**src/design/tmtw_pkg.sv**
```systemverilog
// shared constants, codes and controller/datapath interface types for the text console writer
package tmtw_pkg;

    localparam int ROWS_DEFAULT    = 25;
    localparam int COLUMNS_DEFAULT = 80;

    localparam int CHAR_W      = 8;
    localparam int COLOUR_W    = 4;
    localparam int CELL_W      = 16;
    localparam int REG_INDEX_W = 1;

    localparam logic [CHAR_W-1:0]   NEWLINE_CODE = 8'd10;
    localparam logic [CHAR_W-1:0]   SPACE_CODE   = 8'd32;
    localparam logic [COLOUR_W-1:0] RESET_FG     = 4'd7;
    localparam logic [COLOUR_W-1:0] RESET_BG     = 4'd0;
    localparam logic [CELL_W-1:0]   RESET_CELL   = {RESET_BG, RESET_FG, SPACE_CODE};

    localparam logic [REG_INDEX_W-1:0] REG_FOREGROUND = 1'b0;
    localparam logic [REG_INDEX_W-1:0] REG_BACKGROUND = 1'b1;

    localparam logic OP_WRITE = 1'b0;
    localparam logic OP_READ  = 1'b1;

    typedef struct packed {
        logic load_item;
        logic sweep_zero;
        logic clear_step;
        logic copy_step;
        logic fill_step;
        logic read_cell;
        logic next_line;
        logic put_char;
        logic out_load;
    } tmtw_cmd_t;

    typedef struct packed {
        logic sweep_last_copy;
        logic sweep_last;
        logic is_read;
        logic read_in_range;
        logic is_newline;
        logic wrap_pending;
        logic row_last;
    } tmtw_sts_t;

    function automatic logic [CELL_W-1:0] make_cell(
        input logic [COLOUR_W-1:0] bg,
        input logic [COLOUR_W-1:0] fg,
        input logic [CHAR_W-1:0]   ch
    );
        make_cell = {bg, fg, ch};
    endfunction

endpackage

```
**src/design/tmtw_ctrl.sv**
```systemverilog
// controller state machine sequencing clear, item handling, scroll and result hand-off
module tmtw_ctrl
    import tmtw_pkg::*;
(
    input  logic      aclk,
    input  logic      aresetn,
    input  logic      in_valid,
    output logic      in_ready,
    output logic      out_valid,
    input  logic      out_ready,
    input  tmtw_sts_t sts,
    output tmtw_cmd_t cmd
);

    typedef enum logic [2:0] {
        ST_CLEAR,
        ST_IDLE,
        ST_EXEC,
        ST_READ_WAIT,
        ST_CHAR,
        ST_COPY,
        ST_FILL,
        ST_FINISH
    } state_t;

    state_t state_reg, state_next;
    logic   out_valid_reg, out_valid_next;

    always_comb begin
        cmd            = '0;
        state_next     = state_reg;
        out_valid_next = out_valid_reg && !out_ready;
        unique case (state_reg)
            ST_CLEAR: begin
                cmd.clear_step = 1'b1;
                if (sts.sweep_last) begin
                    state_next = ST_IDLE;
                end
            end
            ST_IDLE: begin
                if (in_valid) begin
                    cmd.load_item  = 1'b1;
                    cmd.sweep_zero = 1'b1;
                    state_next     = ST_EXEC;
                end
            end
            ST_EXEC: begin
                if (sts.is_read) begin
                    if (sts.read_in_range) begin
                        cmd.read_cell = 1'b1;
                        state_next    = ST_READ_WAIT;
                    end else begin
                        state_next = ST_FINISH;
                    end
                end else if (sts.is_newline || sts.wrap_pending) begin
                    cmd.next_line = 1'b1;
                    if (sts.row_last) begin
                        state_next = ST_COPY;
                    end else if (sts.is_newline) begin
                        state_next = ST_FINISH;
                    end else begin
                        state_next = ST_CHAR;
                    end
                end else begin
                    state_next = ST_CHAR;
                end
            end
            ST_READ_WAIT: begin
                state_next = ST_FINISH;
            end
            ST_CHAR: begin
                cmd.put_char = 1'b1;
                state_next   = ST_FINISH;
            end
            ST_COPY: begin
                cmd.copy_step = 1'b1;
                if (sts.sweep_last_copy) begin
                    state_next = ST_FILL;
                end
            end
            ST_FILL: begin
                cmd.fill_step = 1'b1;
                if (sts.sweep_last) begin
                    state_next = sts.is_newline ? ST_FINISH : ST_CHAR;
                end
            end
            ST_FINISH: begin
                if (!out_valid_reg || out_ready) begin
                    cmd.out_load   = 1'b1;
                    out_valid_next = 1'b1;
                    state_next     = ST_IDLE;
                end
            end
            default: begin
                state_next = ST_CLEAR;
            end
        endcase
    end

    always_ff @(posedge aclk) begin
        if (!aresetn) begin
            state_reg     <= ST_CLEAR;
            out_valid_reg <= 1'b0;
        end else begin
            state_reg     <= state_next;
            out_valid_reg <= out_valid_next;
        end
    end

    assign in_ready  = (state_reg == ST_IDLE);
    assign out_valid = out_valid_reg;

    // a finished result never overwrites one still waiting
    a_no_overwrite: assert property (@(posedge aclk) disable iff (!aresetn)
        (out_valid_reg && !out_ready) |-> !cmd.out_load)
        else $error("result overwritten while stalled");

    // a scroll always runs its copy into the fill of the bottom line
    a_copy_to_fill: assert property (@(posedge aclk) disable iff (!aresetn)
        (state_reg == ST_COPY && sts.sweep_last_copy) |=> state_reg == ST_FILL)
        else $error("copy did not hand over to fill");

    // no item is taken before the screen clear has finished
    a_clear_blocks: assert property (@(posedge aclk) disable iff (!aresetn)
        (state_reg == ST_CLEAR) |-> !in_ready)
        else $error("item accepted during screen clear");

endmodule

```
**config.mk**
```make
export PLATFORM = sky130hd
export DESIGN_NAME = tmtw_ctrl
export DESIGN_NICKNAME = d
export VERILOG_FILES = /design/src/design/tmtw_pkg.sv /design/src/design/tmtw_ctrl.sv
export SDC_FILE = /design/constraint.sdc
export NUM_CORES = 1
export LEC_CHECK = 0
export ABC_AREA = 0
export BUFFER_PORTS_ARGS = -buffer_cell sky130_fd_sc_hd__buf_2
export CORE_AREA = 4 4 41 43
export DETAILED_ROUTE_END_ITERATION = 12
export DIE_AREA = 0 0 45 47
export HOLD_SLACK_MARGIN = 0.05
export PLACE_DENSITY = 0.69
export SLEW_MARGIN = 20
export SYNTH_ARGS = -nofsm -noshare
export SYNTH_HDL_FRONTEND = slang
export SYNTH_SLANG_ARGS = --single-unit
```
**constraint.sdc**
```tcl
create_clock -name aclk -period 3.8 [get_ports aclk]
set_clock_uncertainty 0.05 [all_clocks]
set_input_delay 0.57 -clock aclk [delete_from_list [all_inputs] [get_ports aclk]]
set_output_delay 0.57 -clock aclk [all_outputs]
set_load 0.02 [all_outputs]
```
==> run_summary.xml <==
<?xml version="1.0" encoding="UTF-8"?>
<metrics>
  <group name="run_status">
    <metric name="outcome" unit="">complete, no violations</metric>
  </group>
  <group name="place">
    <metric name="buffer_ports.inserted" unit="">21</metric>
    <metric name="placed_area" unit="µm²">487</metric>
    <metric name="preCtsSetupSlack" unit="ns">1.91</metric>
    <metric name="total_half_perimeter_wirelength_after_legalization_and_detailed_placement" unit="µm">768</metric>
    <metric name="gp_congestion" unit="">0.745</metric>
    <metric name="placedCellCount" unit="">86</metric>
  </group>
  <group name="die">
    <metric name="chipHeight" unit="µm">47</metric>
    <metric name="floorplan.die_area" unit="µm²">2120</metric>
    <metric name="num_io_pins" unit="">22</metric>
    <metric name="num_rows" unit="">13</metric>
    <metric name="floorplan.initialDensity" unit="%">31.5</metric>
    <metric name="core_region_area" unit="µm²">1300</metric>
    <metric name="die-width" unit="µm">45</metric>
  </group>
  <group name="sta">
    <metric name="post-route-worst-setup-slack" unit="ns">1.65</metric>
    <metric name="final-max-slew-violation-count" unit="">0</metric>
    <metric name="finalCritPeriodShare" unit="%">56.5</metric>
    <metric name="finalWorstPathRequiredPeriod" unit="ns">2.15</metric>
    <metric name="maxClockFrequency" unit="MHz">466</metric>
    <metric name="relSlewSlack" unit="%">68.5</metric>
    <metric name="timing.setup.tns" unit="ns">0</metric>
    <metric name="grt_setup_unrepaired" unit="">false</metric>
    <metric name="setup-violations-final" unit="">0</metric>
    <metric name="finalHoldViolations" unit="">0</metric>
    <metric name="hold_slack" unit="ns">0.530</metric>
    <metric name="tightest_slew" unit="ns">0.472</metric>
  </group>
  <group name="routing">
    <metric name="avgViaCountPerCell" unit="">5.07</metric>
    <metric name="route.final.wire_length" unit="mm">1.02</metric>
    <metric name="ant_nets" unit="">0</metric>
    <metric name="post-route-drc-count" unit="">0</metric>
    <metric name="num_vias" unit="">451</metric>
    <metric name="detail_route.first_pass.iterations" unit="">4</metric>
    <metric name="detail_route.iter0.violations" unit="">7</metric>
    <metric name="wl_per_instance" unit="µm">11.5</metric>
  </group>
  <group name="clock_network">
    <metric name="hold_buffers" unit="">0</metric>
    <metric name="post_cts_resized" unit="">0</metric>
    <metric name="root_buffer" unit="">sky130_fd_sc_hd__clkbuf_4</metric>
    <metric name="numCtsBuffers" unit="">3</metric>
    <metric name="worst_setup_hold_path_clk_slew" unit="ns">0.04</metric>
    <metric name="clock-sinks" unit="">4</metric>
    <metric name="h-tree-depth" unit="">1</metric>
    <metric name="postCtsSetupBuffers" unit="">0</metric>
    <metric name="clk_latency" unit="ns">0.23</metric>
    <metric name="cts_tree" unit="">done</metric>
    <metric name="cts.path.max_buffers" unit="">2</metric>
  </group>
  <group name="power">
    <metric name="p_sw_share" unit="%">48.3</metric>
    <metric name="cell_pwr_density" unit="nW/µm²">664</metric>
    <metric name="clkPwrFrac" unit="%">15.8</metric>
    <metric name="internal_power" unit="mW">0.175</metric>
    <metric name="seq_power_share" unit="%">28.8</metric>
    <metric name="vdd_drop_max" unit="mV">0.268</metric>
    <metric name="combPwrFrac" unit="%">55.4</metric>
    <metric name="total_switching_power" unit="mW">0.164</metric>
    <metric name="report.power.total" unit="mW">0.338</metric>
    <metric name="total_leakage_power" unit="nW">0.249</metric>
  </group>
  <group name="critical_path">
    <metric name="reg2regPathDepth" unit="">4</metric>
    <metric name="worst-endpoint-required" unit="ns">3.18</metric>
    <metric name="worst-r2r-setup-slack" unit="ns">2.13</metric>
    <metric name="crit-reg2reg-capture" unit="">state_reg[0]</metric>
    <metric name="critical_path.endpoint_type" unit="">output port</metric>
    <metric name="ws_path_type" unit="">reg -&gt; out</metric>
    <metric name="worst_r2r_startpoint" unit="">state_reg[1]</metric>
    <metric name="crit_path_start_kind" unit="">flip-flop</metric>
    <metric name="cp-endpoint" unit="">in_ready</metric>
    <metric name="worstPathMaxFanout" unit="">13</metric>
    <metric name="arrival" unit="ns">1.53</metric>
    <metric name="worst_setup_path_startpoint" unit="">state_reg[0]</metric>
  </group>
  <group name="global_route">
    <metric name="grt_max_degree" unit="">15</metric>
    <metric name="groute.usage.overall" unit="%">11.5</metric>
    <metric name="antenna_found_initial" unit="">0</metric>
    <metric name="grt_pass1_vias" unit="">428</metric>
    <metric name="grt_pass1_wl" unit="mm">1.76</metric>
    <metric name="global_route.overflow_total" unit="">0</metric>
  </group>
  <group name="yosys">
    <metric name="ys_ff_latch" unit="">4</metric>
    <metric name="synth.avg_cell_area" unit="µm²">7.60</metric>
    <metric name="syn-num-nets" unit="">65</metric>
    <metric name="synth.distinct_cells" unit="">26</metric>
    <metric name="netlist_instances" unit="">54</metric>
    <metric name="seq_area_frac_synth" unit="%">19.5</metric>
    <metric name="ys_warn_count" unit="">0</metric>
    <metric name="post_synth_instance_area" unit="µm²">410</metric>
  </group>
  <group name="cells_and_area">
    <metric name="layout.core_utilization" unit="%">39.1</metric>
    <metric name="layout.cells.most_common" unit="">sky130_fd_sc_hd__buf_2</metric>
    <metric name="largest_register_ffs" unit="">3</metric>
    <metric name="proportion_of_layout_cells_with_a_drive_suffix_above_1" unit="%">44.6</metric>
    <metric name="most-common-layout-cells" unit="">sky130_fd_sc_hd__buf_2 (21), sky130_fd_sc_hd__nor2_1 (7), sky130_fd_sc_hd__inv_1 (5)</metric>
    <metric name="syn_to_final_growth" unit="%">24.1</metric>
    <metric name="antenna_cells_inserted" unit="">0</metric>
    <metric name="final_net_count" unit="">87</metric>
    <metric name="post_layout_nonfiller_instances" unit="">89</metric>
    <metric name="num-fill-cells" unit="">161</metric>
    <metric name="final_instance_area" unit="µm²">509</metric>
  </group>
  <group name="flow_run">
    <metric name="cap_violations" unit="">0</metric>
  </group>
  <group name="hold_path">
    <metric name="worst_hold_path.num_cells" unit="">2</metric>
    <metric name="holdCritPathClass" unit="">reg -&gt; reg</metric>
  </group>
</metrics>
-- critical path, stage by stage, from the launching register on --
cell and delay [ns]:
sky130_fd_sc_hd__dfxtp_1 0.58, sky130_fd_sc_hd__inv_1 0.23, sky130_fd_sc_hd__nor3_1 0.28, sky130_fd_sc_hd__buf_2 0.21
-- cell families (layout without fill, tap and decap cells) --
family	count (synthesis)	after routing	synth area share (%)
and+or+nand+nor	25	25	36.3
AOI/OAI and AO/OA	16	16	28.0
DFF	4	4	19.5
buffers and inverters	9	29	16.2
-- synth_stat cells, drive strengths merged --
cell     instances  share of area [%]
a2111oi          1                2.1
a211o            1                2.1
a211oi           2                3.7
a21oi            4                4.9
a31o             1                2.1
and2b            2                4.3
and3             1                1.8
buf              3                8.2
clkbuf           1                3.4
dfxtp            4                 20
inv              5                4.6
nand2            2                1.8
nand3            3                3.7
nor2             8                9.1
nor2b            1                1.5
nor3             4                4.9
nor3b            1                1.8
nor4             1                3.0
o21ai            4                4.9
o221ai           1                2.1
o2bb2ai          1                3.7
o311a            1                2.4
or2b             2                4.3
-- worst min path at each step --
| stage | start | end | slack (ns) |
|---|---|---|---|
| 5_1_grt | out_valid | out_valid | 0.55 |
| 3_5_place_dp | out_valid | out_valid | 0.52 |
| 6_report | out_valid | out_valid | 0.53 |
| 3_3_place_gp | out_valid | out_valid | 0.52 |
| 4_1_cts | out_valid | out_valid | 0.53 |
| 2_1_floorplan | state_reg[0] | out_valid | 0.46 |
-- power by group through the flow --
stage / combinational, mW / sequential, mW / clock, mW
after floorplan: 0.196 / 0.0673 / 0
after global placement: 0.186 / 0.0974 / 0
after detailed placement: 0.187 / 0.0979 / 0
after CTS: 0.188 / 0.0971 / 0.0563
after global routing: 0.205 / 0.103 / 0.0570
final: 0.187 / 0.0974 / 0.0536
-- metal layers --
metal  wire length, µm  GRT usage [%]  vias up
met1               465           13.4      203
met3                88           2.68        0
met5                 0              0        -
met4                 0           7.02        0
met2               469           18.9       14
li1                  -              -      234
-- final cells by class --
| class | instances | area (µm²) | area share [%] |
|---|---|---|---|
| Tap cell | 15 | 18.8 | 3.69 |
| Sequential cell | 4 | 80.1 | 15.7 |
| Clock buffer | 3 | 22.5 | 4.42 |
| Multi-Input combinational cell | 41 | 264 | 51.8 |
| Timing Repair Buffer | 21 | 105 | 20.6 |
| Inverter | 5 | 18.8 | 3.69 |
No activity file was read; power rests on OpenSTA's default activity.
